$ cat src/rtl/fcbu_pkg.sv
// ----------------------------------------------------------------------------
// fcbu_pkg
// Types and constants shared by the FP compare and branch unit.
// ----------------------------------------------------------------------------
package fcbu_pkg;

    // Operation codes of an input beat.
    localparam logic [2:0] OP_CMPS  = 3'd0;
    localparam logic [2:0] OP_CMPES = 3'd1;
    localparam logic [2:0] OP_CMPD  = 3'd2;
    localparam logic [2:0] OP_CMPED = 3'd3;
    localparam logic [2:0] OP_BRANCH = 3'd4;
    localparam logic [2:0] OP_LDFSR = 3'd5;

    // Trap codes.
    localparam logic [1:0] TRAP_NONE     = 2'd0;
    localparam logic [1:0] TRAP_DISABLED = 2'd1;
    localparam logic [1:0] TRAP_FP_EXC   = 2'd2;

    // Condition codes (fcc) and branch conditions.
    localparam logic [1:0] FCC_EQ = 2'd0;
    localparam logic [1:0] FCC_LT = 2'd1;
    localparam logic [1:0] FCC_GT = 2'd2;
    localparam logic [1:0] FCC_UN = 2'd3;
    localparam logic [3:0] COND_NEVER  = 4'b0000;
    localparam logic [3:0] COND_ALWAYS = 4'b1000;

    // Status word fields.
    localparam logic [2:0] FTT_IEEE   = 3'h1;
    localparam logic [2:0] FTT_INVREG = 3'h6;
    localparam logic [4:0] CEXC_NV    = 5'h10;

    // Infinity magnitudes.
    localparam logic [62:0] INF_D = 63'h7FF0_0000_0000_0000;
    localparam logic [62:0] INF_S = 63'h0000_0000_7F80_0000;

    // Result of a compare.
    typedef struct packed {
        logic [1:0] order;
        logic       nan;
    } cmp_res_t;

    // Result of a branch evaluation.
    typedef struct packed {
        logic        taken;
        logic [31:0] pc;
        logic [31:0] npc;
    } br_res_t;

endpackage

$ cat src/rtl/fcbu_if.sv
// ----------------------------------------------------------------------------
// fcbu_in_if / fcbu_out_if
// Valid/ready channels carrying input and result beats.
// ----------------------------------------------------------------------------
interface fcbu_in_if;
    logic               valid;
    logic               ready;
    logic [2:0]         op;
    logic               fp_enabled;
    logic [63:0]        value_a;
    logic [63:0]        value_b;
    logic [4:0]         reg_a;
    logic [4:0]         reg_b;
    logic [4:0]         reg_dest;
    logic [3:0]         cond;
    logic               annul_bit;
    logic signed [21:0] displacement;
    logic [31:0]        pc_in;
    logic [31:0]        npc_in;

    modport source (output valid, op, fp_enabled, value_a, value_b, reg_a, reg_b,
                    reg_dest, cond, annul_bit, displacement, pc_in, npc_in,
                    input ready);
    modport sink (input valid, op, fp_enabled, value_a, value_b, reg_a, reg_b,
                  reg_dest, cond, annul_bit, displacement, pc_in, npc_in,
                  output ready);
endinterface

interface fcbu_out_if;
    logic        valid;
    logic        ready;
    logic [1:0]  trap_code;
    logic        branch_taken;
    logic [31:0] next_pc;
    logic [31:0] next_npc;
    logic [31:0] status_word;

    modport source (output valid, trap_code, branch_taken, next_pc, next_npc,
                    status_word, input ready);
    modport sink (input valid, trap_code, branch_taken, next_pc, next_npc,
                  status_word, output ready);
endinterface

$ cat src/rtl/fcbu_cmp.sv
// ----------------------------------------------------------------------------
// fcbu_cmp
// Orders two IEEE operands, single or double, and flags a NaN operand.
// ----------------------------------------------------------------------------
module fcbu_cmp
    import fcbu_pkg::*;
(
    input  logic [63:0] a,
    input  logic [63:0] b,
    input  logic        dbl,
    output cmp_res_t    res
);
    logic [62:0] ma;
    logic [62:0] mb;
    logic [62:0] inf;
    logic        sa;
    logic        sb;
    logic        nan_a;
    logic        nan_b;

    // Split sign and magnitude for the selected format.
    assign ma  = dbl ? a[62:0] : {32'd0, a[30:0]};
    assign mb  = dbl ? b[62:0] : {32'd0, b[30:0]};
    assign sa  = dbl ? a[63] : a[31];
    assign sb  = dbl ? b[63] : b[31];
    assign inf = dbl ? INF_D : INF_S;
    assign nan_a = ma > inf;
    assign nan_b = mb > inf;

    // Order: unordered, both zero, sign difference, then magnitude.
    always_comb
    begin
        res.nan = nan_a | nan_b;
        if (nan_a || nan_b)
            res.order = FCC_UN;
        else if (ma == 63'd0 && mb == 63'd0)
            res.order = FCC_EQ;
        else if (sa != sb)
            res.order = sa ? FCC_LT : FCC_GT;
        else if (ma == mb)
            res.order = FCC_EQ;
        else if (!sa)
            res.order = (ma < mb) ? FCC_LT : FCC_GT;
        else
            res.order = (ma > mb) ? FCC_LT : FCC_GT;
    end
endmodule

$ cat src/rtl/fcbu_branch.sv
// ----------------------------------------------------------------------------
// fcbu_branch
// Evaluates an FP branch condition and forms the next pc and npc.
// ----------------------------------------------------------------------------
module fcbu_branch
    import fcbu_pkg::*;
(
    input  logic [3:0]         cond,
    input  logic [1:0]         fcc,
    input  logic               annul_bit,
    input  logic signed [21:0] displacement,
    input  logic [31:0]        pc_in,
    input  logic [31:0]        npc_in,
    output br_res_t            res
);
    logic        e, l, g, u;
    logic        br;
    logic        annul;
    logic [31:0] target;
    logic [31:0] npc_new;

    assign e = fcc == FCC_EQ;
    assign l = fcc == FCC_LT;
    assign g = fcc == FCC_GT;
    assign u = fcc == FCC_UN;

    // Condition decode.
    always_comb
    begin
        unique case (cond)
            4'd0:    br = 1'b0;
            4'd1:    br = !e;
            4'd2:    br = l | g;
            4'd3:    br = u | l;
            4'd4:    br = l;
            4'd5:    br = u | g;
            4'd6:    br = g;
            4'd7:    br = u;
            4'd8:    br = 1'b1;
            4'd9:    br = e;
            4'd10:   br = u | e;
            4'd11:   br = g | e;
            4'd12:   br = u | g | e;
            4'd13:   br = l | e;
            4'd14:   br = u | l | e;
            default: br = !u;
        endcase
    end

    // A taken conditional branch never annuls its delay slot.
    assign annul  = annul_bit && !(br && cond != COND_NEVER && cond != COND_ALWAYS);
    assign target = pc_in + {{8{displacement[21]}}, displacement, 2'b00};
    assign npc_new = br ? target : npc_in + 32'd4;

    always_comb
    begin
        res.taken = br;
        res.pc    = annul ? npc_new : npc_in;
        res.npc   = annul ? npc_new + 32'd4 : npc_new;
    end
endmodule

$ cat src/rtl/fp_compare_and_branch_unit_top.sv
// ----------------------------------------------------------------------------
// fp_compare_and_branch_unit_top
// FP status unit: compares, FP branches and status loads.
// ----------------------------------------------------------------------------
// Each input beat is evaluated combinationally against the current status word
// and its result lands in an output register, which also commits the new
// status word; a beat can be accepted every cycle, and the input stays ready
// while the output register is empty or being drained. Result valid rises in
// the cycle after input accept, set by the single result register.
module fp_compare_and_branch_unit_top
    import fcbu_pkg::*;
(
    input  logic        clk,
    input  logic        rst_n,
    fcbu_in_if.sink     in_ch,
    fcbu_out_if.source  out_ch
);
    logic        accept;
    logic        valid_reg;
    logic [31:0] status_reg;
    logic [31:0] status_next;
    logic [1:0]  trap_reg, trap_next;
    logic        taken_reg, taken_next;
    logic [31:0] pc_reg, pc_next;
    logic [31:0] npc_reg, npc_next;
    logic        dbl;
    logic        odd_reg;
    cmp_res_t    cmp;
    br_res_t     br;

    assign in_ch.ready = !valid_reg || out_ch.ready;
    assign accept      = in_ch.valid && in_ch.ready;

    assign dbl     = in_ch.op[1];
    assign odd_reg = in_ch.reg_a[0] | in_ch.reg_b[0] | in_ch.reg_dest[0];

    fcbu_cmp u_cmp (
        .a   (in_ch.value_a),
        .b   (in_ch.value_b),
        .dbl (dbl),
        .res (cmp)
    );

    fcbu_branch u_branch (
        .cond         (in_ch.cond),
        .fcc          (status_reg[11:10]),
        .annul_bit    (in_ch.annul_bit),
        .displacement (in_ch.displacement),
        .pc_in        (in_ch.pc_in),
        .npc_in       (in_ch.npc_in),
        .res          (br)
    );

    // Per-op result and status update.
    always_comb
    begin
        status_next = status_reg;
        trap_next   = TRAP_NONE;
        taken_next  = 1'b0;
        pc_next     = in_ch.npc_in;
        npc_next    = in_ch.npc_in + 32'd4;
        if (in_ch.op <= OP_LDFSR && !in_ch.fp_enabled)
        begin
            trap_next = TRAP_DISABLED;
        end
        else
        begin
            unique case (in_ch.op)
                OP_CMPS, OP_CMPES, OP_CMPD, OP_CMPED:
                begin
                    if (dbl && odd_reg)
                    begin
                        status_next[16:14] = FTT_INVREG;
                        trap_next = TRAP_FP_EXC;
                    end
                    else if (in_ch.op[0] && cmp.nan)
                    begin
                        status_next[16:14] = FTT_IEEE;
                        status_next[4:0]   = CEXC_NV;
                        trap_next = TRAP_FP_EXC;
                    end
                    else
                    begin
                        status_next[11:10] = cmp.order;
                    end
                end
                OP_BRANCH:
                begin
                    taken_next = br.taken;
                    pc_next    = br.pc;
                    npc_next   = br.npc;
                end
                OP_LDFSR:
                begin
                    status_next = in_ch.value_a[31:0];
                end
                default:
                begin
                    status_next = status_reg;
                end
            endcase
        end
        if (trap_next != TRAP_NONE)
        begin
            pc_next  = in_ch.pc_in;
            npc_next = in_ch.npc_in;
        end
    end

    // Control state and committed status word.
    always_ff @(posedge clk or negedge rst_n)
    begin
        if (!rst_n)
        begin
            valid_reg  <= 1'b0;
            status_reg <= 32'd0;
        end
        else
        begin
            if (accept)
            begin
                valid_reg  <= 1'b1;
                status_reg <= status_next;
            end
            else if (out_ch.ready)
            begin
                valid_reg <= 1'b0;
            end
        end
    end

    // Result payload register.
    always_ff @(posedge clk)
    begin
        if (accept)
        begin
            trap_reg  <= trap_next;
            taken_reg <= taken_next;
            pc_reg    <= pc_next;
            npc_reg   <= npc_next;
        end
    end

    assign out_ch.valid        = valid_reg;
    assign out_ch.trap_code    = trap_reg;
    assign out_ch.branch_taken = taken_reg;
    assign out_ch.next_pc      = pc_reg;
    assign out_ch.next_npc     = npc_reg;
    assign out_ch.status_word  = status_reg;

    // The shown status word is always the committed one.
    a_status_track: assert property (@(posedge clk) disable iff (!rst_n)
        accept |=> out_ch.status_word == status_reg)
        else $error("result status differs from committed status");

    // A trapped beat never reports a taken branch.
    a_trap_no_taken: assert property (@(posedge clk) disable iff (!rst_n)
        out_ch.valid && out_ch.trap_code != TRAP_NONE |-> !out_ch.branch_taken)
        else $error("taken branch on trap");

    // FP disabled leaves the status word alone.
    a_disabled_keep: assert property (@(posedge clk) disable iff (!rst_n)
        accept && !in_ch.fp_enabled && in_ch.op <= OP_LDFSR
        |=> status_reg == $past(status_reg))
        else $error("status changed while FP disabled");

    // A load-status beat writes the operand word.
    a_ldfsr: assert property (@(posedge clk) disable iff (!rst_n)
        accept && in_ch.fp_enabled && in_ch.op == OP_LDFSR
        |=> status_reg == $past(in_ch.value_a[31:0]))
        else $error("load status not written");
endmodule

$ cat src/flat_wrapper.sv
// flat-port wrapper written by rule: the top's interface ports become plain ports
module fp_compare_and_branch_unit_top_flat import fcbu_pkg::*;
  (clk, rst_n, in_ch_valid, in_ch_op, in_ch_fp_enabled, in_ch_value_a, in_ch_value_b, in_ch_reg_a, in_ch_reg_b, in_ch_reg_dest, in_ch_cond, in_ch_annul_bit, in_ch_displacement, in_ch_pc_in, in_ch_npc_in, in_ch_ready, out_ch_valid, out_ch_trap_code, out_ch_branch_taken, out_ch_next_pc, out_ch_next_npc, out_ch_status_word, out_ch_ready);
  fcbu_in_if in_ch_i ();
  fcbu_out_if out_ch_i ();
  input  logic clk;
  input  logic rst_n;
  input wire logic [$bits(in_ch_i.valid)-1:0] in_ch_valid;
  input wire logic [$bits(in_ch_i.op)-1:0] in_ch_op;
  input wire logic [$bits(in_ch_i.fp_enabled)-1:0] in_ch_fp_enabled;
  input wire logic [$bits(in_ch_i.value_a)-1:0] in_ch_value_a;
  input wire logic [$bits(in_ch_i.value_b)-1:0] in_ch_value_b;
  input wire logic [$bits(in_ch_i.reg_a)-1:0] in_ch_reg_a;
  input wire logic [$bits(in_ch_i.reg_b)-1:0] in_ch_reg_b;
  input wire logic [$bits(in_ch_i.reg_dest)-1:0] in_ch_reg_dest;
  input wire logic [$bits(in_ch_i.cond)-1:0] in_ch_cond;
  input wire logic [$bits(in_ch_i.annul_bit)-1:0] in_ch_annul_bit;
  input wire logic [$bits(in_ch_i.displacement)-1:0] in_ch_displacement;
  input wire logic [$bits(in_ch_i.pc_in)-1:0] in_ch_pc_in;
  input wire logic [$bits(in_ch_i.npc_in)-1:0] in_ch_npc_in;
  output wire logic [$bits(in_ch_i.ready)-1:0] in_ch_ready;
  output wire logic [$bits(out_ch_i.valid)-1:0] out_ch_valid;
  output wire logic [$bits(out_ch_i.trap_code)-1:0] out_ch_trap_code;
  output wire logic [$bits(out_ch_i.branch_taken)-1:0] out_ch_branch_taken;
  output wire logic [$bits(out_ch_i.next_pc)-1:0] out_ch_next_pc;
  output wire logic [$bits(out_ch_i.next_npc)-1:0] out_ch_next_npc;
  output wire logic [$bits(out_ch_i.status_word)-1:0] out_ch_status_word;
  input wire logic [$bits(out_ch_i.ready)-1:0] out_ch_ready;
  assign in_ch_i.valid = in_ch_valid;
  assign in_ch_i.op = in_ch_op;
  assign in_ch_i.fp_enabled = in_ch_fp_enabled;
  assign in_ch_i.value_a = in_ch_value_a;
  assign in_ch_i.value_b = in_ch_value_b;
  assign in_ch_i.reg_a = in_ch_reg_a;
  assign in_ch_i.reg_b = in_ch_reg_b;
  assign in_ch_i.reg_dest = in_ch_reg_dest;
  assign in_ch_i.cond = in_ch_cond;
  assign in_ch_i.annul_bit = in_ch_annul_bit;
  assign in_ch_i.displacement = in_ch_displacement;
  assign in_ch_i.pc_in = in_ch_pc_in;
  assign in_ch_i.npc_in = in_ch_npc_in;
  assign in_ch_ready = in_ch_i.ready;
  assign out_ch_valid = out_ch_i.valid;
  assign out_ch_trap_code = out_ch_i.trap_code;
  assign out_ch_branch_taken = out_ch_i.branch_taken;
  assign out_ch_next_pc = out_ch_i.next_pc;
  assign out_ch_next_npc = out_ch_i.next_npc;
  assign out_ch_status_word = out_ch_i.status_word;
  assign out_ch_i.ready = out_ch_ready;
  fp_compare_and_branch_unit_top u_core (.clk(clk), .rst_n(rst_n), .in_ch(in_ch_i), .out_ch(out_ch_i));
endmodule
$ cat config.mk
export PLATFORM = sky130hd
export DESIGN_NAME = fp_compare_and_branch_unit_top_flat
export DESIGN_NICKNAME = d
export VERILOG_FILES = /design/src/rtl/fcbu_pkg.sv /design/src/rtl/fcbu_if.sv /design/src/rtl/fcbu_cmp.sv /design/src/rtl/fcbu_branch.sv /design/src/rtl/fp_compare_and_branch_unit_top.sv /design/src/flat_wrapper.sv
export SDC_FILE = /design/constraint.sdc
export NUM_CORES = 1
export LEC_CHECK = 0
export ABC_CLOCK_PERIOD_IN_PS = 10800
export BUFFER_PORTS_ARGS = -buffer_cell sky130_fd_sc_hd__buf_4
export CAP_MARGIN = 20
export CORE_MARGIN = 5
export CORE_UTILIZATION = 40
export CTS_BUF_LIST = sky130_fd_sc_hd__clkbuf_8
export CTS_CLUSTER_DIAMETER = 60
export DETAILED_ROUTE_END_ITERATION = 8
export GPL_TIMING_DRIVEN = 0
export PLACE_DENSITY_LB_ADDON = 0.2
export SYNTH_ARGS = -nofsm -noshare
export SYNTH_HDL_FRONTEND = slang
export SYNTH_SLANG_ARGS = --single-unit
$ cat constraint.sdc
create_clock -name clk -period 10.8 [get_ports clk]
set_clock_uncertainty 0.1 [all_clocks]
set_input_delay 1.62 -clock clk [delete_from_list [all_inputs] [get_ports clk]]
set_output_delay 1.62 -clock clk [all_outputs]
set_load 0.01 [all_outputs]
## Word-level counts from Yosys, hierarchy flattened

Index checks and enable logic that the tools add are counted.

| cells by class | value |
|---|---|
| add/subtract/negate cells | 3 |
| $lt $le $gt $ge | 5 |
| equal/unequal tests | 29 |
| multiplexer cells | 38 |
| bitwise operators | 13 |
| reduce and logical (&&, ||, !) cells | 30 |

Operators with widths:

| kind | number |
|---|---|
| 2-to-1 mux 32 bit | 9 |
| greater-than comparator 63 bit | 3 |
| 2-to-1 mux 63 bit | 3 |
| zero test 63 bit | 2 |
| adder 32 x 3 -> 32 bit, second input constant | 2 |
| equality test 63 bit | 1 |
| less-than comparator 63 bit | 1 |
| adder 32 bit | 1 |
| equality test 4 bit, second input constant | 7 |
| 2-to-1 mux 2 bit | 14 |
| equality test 4 x 3 -> 1 bit, second input constant | 4 |
| one-hot mux 1 bit (15 select lines) | 1 |
| OR 1 bit | 11 |
| 2-to-1 mux 5 bit | 2 |
| one-hot mux 5 bit (2 select lines) | 1 |
| AND reduction 5 bit | 2 |
| equality test 4 x 2 -> 1 bit, second input constant | 2 |
| logical AND 1 bit | 8 |
| equality test 3 x 2 -> 1 bit, second input constant | 2 |
| equality test 3 bit, second input constant | 2 |
| 2-to-1 mux 3 bit | 2 |
| one-hot mux 3 bit (2 select lines) | 1 |
| nonzero test 2 bit | 3 |
| zero test 1 bit | 5 |
| other kinds (22) | 29 |

| storage, ports and cells | value |
|---|---|
| register bits | 100 |
| output and inout bits | 101 |
| logic and storage cells | 127 |

## Logic depth before layout (Yosys ltp)

| logic depth | value |
|---|---|
| depth after elaboration | 12 |
| depth in mapped cells | 21 |
| gate-level depth less buffers | 18 |

## Modules after synthesis

Synthesis repeated with hierarchy kept, for this count alone.

| second synthesis, totals | value |
|---|---|
| cells, all modules | 1558 |
| area total of the unflattened synthesis | 12180.4 µm² |

Modules (own cells, without submodules):

| module | times used | cells an instance | area each (µm²) | sequential area each (µm²) |
|---|---|---|---|---|
| fp_compare_and_branch_unit_top | 1 | 519 | 5200.0 | 2837.7 |
| fcbu_branch | 1 | 641 | 4250.3 | 0.0 |
| fcbu_cmp | 1 | 398 | 2730.1 | 0.0 |

## Worst setup path after synthesis

OpenSTA, ideal clock, no wires.

| path | value |
|---|---|
| kind | input-to-reg |
| from | in in_ch_cond[1] |
| to | reg u_core.npc_reg[10] (netlist: u_core.out_ch.next_npc[10]) (data pin) |
| data arrival time | 4625 ps |
| required time | 10440 ps |
| setup slack | 5815 ps |
| stages | 19 |
| cells stage by stage | buf_6 > nor3b_2 > a31oi_1 > or2_1 > a32o_1 > buf_4 > nand2_2 > buf_6 > clkbuf_1 > o21ai_0 > ha_1 > nand4_1 > nor2b_1 > a32o_1 > and2_1 > xnor2_1 > a22oi_1 > o21ai_0 > mux2_2 |

| on the way | value |
|---|---|
| longest elaborated chain between the ends | 10 |
| elaborated cells between the ends (all ways) | 28 |
| those cells by class | add/sub: 1; eq/ne: 15; mux: 6; reduce/logical: 6 |

RTL lines:

| item | line | source |
|---|---|---|
| from (decl) | flat_wrapper.sv:16 | `input wire logic [$bits(in_ch_i.cond)-1:0] in_ch_cond;` |
| branches (longest 6 deep; another with adder 32 x 3 -> 32 bit) | -- |  |
| 2-to-1 mux 32 bit * | fcbu_branch.sv:59 | `res.npc = annul ? npc_new + 32'd4 : npc_new;` |
| 2-to-1 mux 32 bit * | fp_compare_and_branch_unit_top.sv:68 | `unique case (in_ch.op)` |
| 2-to-1 mux 32 bit * | fp_compare_and_branch_unit_top.sv:62 | `if (in_ch.op <= OP_LDFSR && !in_ch.fp_enabled)` |
| 2-to-1 mux 32 bit * | fp_compare_and_branch_unit_top.sv:103 | `if (trap_next != TRAP_NONE)` |
| net u_core.npc_next[10] | fp_compare_and_branch_unit_top.sv:25 | `logic [31:0] npc_reg, npc_next;` |
| to (signal assigned) | fp_compare_and_branch_unit_top.sv:140 | `npc_reg <= npc_next;` |
| to (decl) | fp_compare_and_branch_unit_top.sv:25 |  |

Mark *: on every way through the listed nets, which the timed path passes.
A chain may end at the register's enable or synchronous reset.

## Worst setup path after layout

| path | value |
|---|---|
| from | in in_ch_cond[0] |
| to | reg u_core.npc_reg[18] (netlist: u_core.out_ch.next_npc[18]) (data pin) |

The elaborated chain is that of the path after synthesis.

==> impl_table.tex <==
\begin{tabular}{lr}
\hline
Metric & Value \\
\hline
\multicolumn{2}{l}{\textbf{Detailed routing}} \\
Remaining design rule violation count & 0 \\
Via density & 5.84 \\
Met2 routed WL & 22.0 mm \\
Routed metal-1 wire length & 19.9 mm \\
Vias & 12593 \\
Routed wl met3 & 3.74 mm \\
Routed len/inst & 21.9 um \\
Number of optimization iterations in the first detailed-route pass & 5 \\
Uppermost metal layer occupied by signal nets & met4 \\
DRC violation total after the first TritonRoute iteration & 1090 \\
Routed Antenna Nets & 0 \\
Final wirelength & 47.1 mm \\
\multicolumn{2}{l}{\textbf{Clocking}} \\
Post-CTS setup-driven buffer insertion count & 0 \\
Clock latency on the worst-skew pair & 0.39 ns \\
Clock Root Buffer & sky130\_fd\_sc\_hd\_\_clkbuf\_8 \\
CTS tree & done \\
CTS H-tree depth & 3 \\
Maximum buffer depth of the clock tree & 2 \\
Count of hold-fix buffers inserted at cts & 0 \\
Clk sink count & 100 \\
Num CTS Buffers & 9 \\
Clock edge transition at the registers on the reported setup and hold paths & 0.11 ns \\
Post-cts repair resize count & 0 \\
\multicolumn{2}{l}{\textbf{Place}} \\
Estimated wirelength of the detail-placed design & 38.3 mm \\
Placed Cells incl. Taps & 2139 \\
Post-Place Setup Slack & 4.59 ns \\
Count of buffers from port buffering & 318 \\
RD Place Congestion & 0.966 \\
\multicolumn{2}{l}{\textbf{Die}} \\
Vertical die dimension & 180 um \\
Die outline area & 32500 um\^{}2 \\
Total I/O pin count & 343 \\
Horiz. Die Dim & 180 um \\
Effective utilization at floorplan & 0.405 \\
Floorplan row count & 62 \\
Core box area & 28600 um\^{}2 \\
\multicolumn{2}{l}{\textbf{GRT}} \\
Number of antenna violations at the first check in global routing & 1 \\
Wire length of the first global-routing pass & 72.1 mm \\
Overall routing resource usage & 0.277 \\
Global route total overflow & 0 \\
Via count of the first global-routing pass & 12517 \\
Maximum number of pins on one net before global-route repair & 42 \\
\multicolumn{2}{l}{\textbf{Yosys}} \\
Most common cell in the synthesized netlist & sky130\_fd\_sc\_hd\_\_nand2\_1 \\
Area share of the largest cell type after synthesis & 0.174 \\
Biggest area consumer among synthesized cells & sky130\_fd\_sc\_hd\_\_edfxtp\_1 \\
Register bit total from synthesis & 100 \\
Post-synthesis instance area & 11600 um\^{}2 \\
Post-synthesis average cell area & 8.07 um\^{}2 \\
Number of enable-type register cells in the synthesized netlist & 67 \\
Share of the yosys chip area belonging to registers & 0.245 \\
Net count of the mapped netlist & 1793 \\
Distinct cell type count of the synthesized netlist & 88 \\
Primary flip-flop cell chosen by synthesis mapping & sky130\_fd\_sc\_hd\_\_edfxtp\_1 \\
Yosys synthesis warning count & 0 \\
Cells after synthesis & 1436 \\
Leading post-synthesis cells by instance count & 170 x sky130\_fd\_sc\_hd\_\_nand2\_1, 114 x sky130\_fd\_sc\_hd\_\_ha\_1, 112 x sky130\_fd\_sc\_hd\_\_a21oi\_1, 97 x sky130\_fd\_sc\_hd\_\_nor2\_1, 72 x sky130\_fd\_sc\_hd\_\_o21ai\_0 \\
Share of flip-flops with an asynchronous set or reset & 0.330 \\
Most area-consuming cells after synthesis & sky130\_fd\_sc\_hd\_\_edfxtp\_1 17\%, sky130\_fd\_sc\_hd\_\_ha\_1 12\%, sky130\_fd\_sc\_hd\_\_dfrtp\_1 7.1\% \\
\multicolumn{2}{l}{\textbf{Timing}} \\
Final cycle utilization of the critical path & 0.550 \\
Clock period minus worst slack & 5.94 ns \\
Number of endpoints failing setup at the final stage & 0 \\
Achievable frequency & 0.168 GHz \\
TNS Setup & 0 ns \\
Number of max-slew violations in the final report & 0 \\
Worst-case hold slack & 0.380 ns \\
Worst setup margin & 4.86 ns \\
Final Hold Fails & 0 \\
Unrepaired setup endpoints after global routing & no \\
Actual transition at the worst max-transition pin & 1.09 ns \\
Max-slew headroom & 0.262 \\
\multicolumn{2}{l}{\textbf{Finish}} \\
Filler cell count in the final layout & 2788 \\
Final Net Count & 2123 \\
Fraction of final layout cells sized beyond drive strength 1 & 0.237 \\
Non-Filler Instances & 2156 \\
Multi-input combinational cell area & 8210 um\^{}2 \\
Register cell area after layout & 2840 um\^{}2 \\
Area growth from synthesis to final layout & 26.4\% \\
\multicolumn{2}{l}{\textbf{Critical path}} \\
Cell Chain, Critical Path & buf\_4 > buf\_4 > xor2\_1 > and3\_4 > o31ai\_4 > nand2\_2 > buf\_6 > clkbuf\_1 > o21ai\_0 > ha\_1 > nor3b\_1 > nand2\_2 > nor3b\_1 > xor2\_1 > o21ai\_1 \\
Critical-path maximum fanout & 10 \\
Setup crit start kind & primary input \\
Cell with the largest stage delay on the worst path & sky130\_fd\_sc\_hd\_\_o31ai\_4 \\
Critical path type & in -> reg \\
Critical path's largest stage delay & 0.68 ns \\
Worst EP required & 10.80 ns \\
Data arrival, critical path & 5.94 ns \\
Nature of the critical path endpoint & register \\
\multicolumn{2}{l}{\textbf{Pwr}} \\
Highest ir drop seen on vdd & 0.0497 mV \\
Leakage power total & 6.42 nW \\
Power density normalized to cell area & 99.0 nW/um\^{}2 \\
\multicolumn{2}{l}{\textbf{Flow run}} \\
Max-cap violation count & 0 \\
\multicolumn{2}{l}{\textbf{Worst hold path}} \\
Worst min path class & reg -> reg \\
\multicolumn{2}{l}{\textbf{Run status}} \\
Result of the run & complete, no violations \\
\hline
\end{tabular}
critical path: cells and delay by family:
kind / cells / cell delay, ns
adder cells (fa/ha/maj): 1 / 0.37
AO/OA/AOI/OAI: 3 / 1.37
AND/OR/NAND/NOR: 5 / 1.43
XOR/XNOR: 2 / 0.32
buffers and inverters: 4 / 0.80
cell type report:
cell class | count | area share
multi-input combinational | 1207 | 0.560
timing repair buffer | 319 | 0.164
inverter | 57 | 0.0146
clock buffer | 9 | 0.00845
buffer | 72 | 0.0223
clock inverter | 7 | 0.00325
sequential | 100 | 0.194
antenna | 1 | 0.000171
tap | 384 | 0.0328
cell usage in the layout (no fill, tap or decap), drive strengths merged, types with 25 or more instances in the layout:
cell type / instances
clkbuf: 58
nor2: 97
a21o: 25
xor2: 35
mux2i: 28
edfxtp: 67
nor4: 37
dfrtp: 33
xnor2: 37
mux2: 29
o21ai: 101
nand2: 172
nand3: 44
inv: 63
a21oi: 112
buf: 342
nand4: 47
nor3: 44
ha: 114
and2: 41
through the flow:
step	cell area [um^2]	total power, W	utilization
2_1_floorplan	11600	0.000898	-
3_3_place_gp	14500	0.00119	0.505
3_5_place_dp	14500	0.00120	0.506
4_1_cts	14600	0.00145	0.512
5_1_grt	14700	0.00154	0.512
6_report	14700	0.00145	0.512
kinds of logic after synthesis:
kind of cell,after synthesis,synth area share
muxes,57,0.0524
buffers and inverters,129,0.0466
AOI/OAI and AO/OA,391,0.218
xor gates and xnor gates,72,0.0544
and+or+nand+nor,572,0.259
adders and majority gates,115,0.125
DFF,100,0.245
final timing paths:
check / cells past startpoint / from / slack, ns / endpoint
worst max-delay path: 15 / in_ch_cond[0] / 4.86 / u_core.out_ch.next_npc[18]$_DFFE_PP_
min in group asynchronous: 1 / rst_n / 1.05 / u_core.out_ch.status_word[23]$_DFFE_PN0P_
worst min-delay path: 2 / u_core.out_ch.status_word[3]$_DFFE_PN0P_ / 0.38 / u_core.out_ch.status_word[3]$_DFFE_PN0P_
max in group asynchronous: 1 / rst_n / 9.23 / u_core.out_ch.status_word[11]$_DFFE_PN0P_
worst max register to register: 18 / u_core.out_ch.status_word[11]$_DFFE_PN0P_ / 5.56 / u_core.out_ch.next_npc[18]$_DFFE_PP_
worst min register to register: 2 / u_core.out_ch.status_word[3]$_DFFE_PN0P_ / 0.38 / u_core.out_ch.status_word[3]$_DFFE_PN0P_
per-layer routing:
metal | vias to the layer above | GRT usage
met2 | 587 | 0.461
met4 | 0 | 0.102
li1 | 6003 | -
met1 | 5911 | 0.359
met5 | - | 0
met3 | 92 | 0.0541
power breakdown:
group	switching [W]	leakage, nW	internal [W]
combinational	0.000412	5.28	0.000303
clock	0.000161	0.0965	0.0000860
sequential	0.0000239	1.05	0.000465
total	0.000597	6.42	0.000854
No activity file was read; power rests on OpenSTA's default activity.
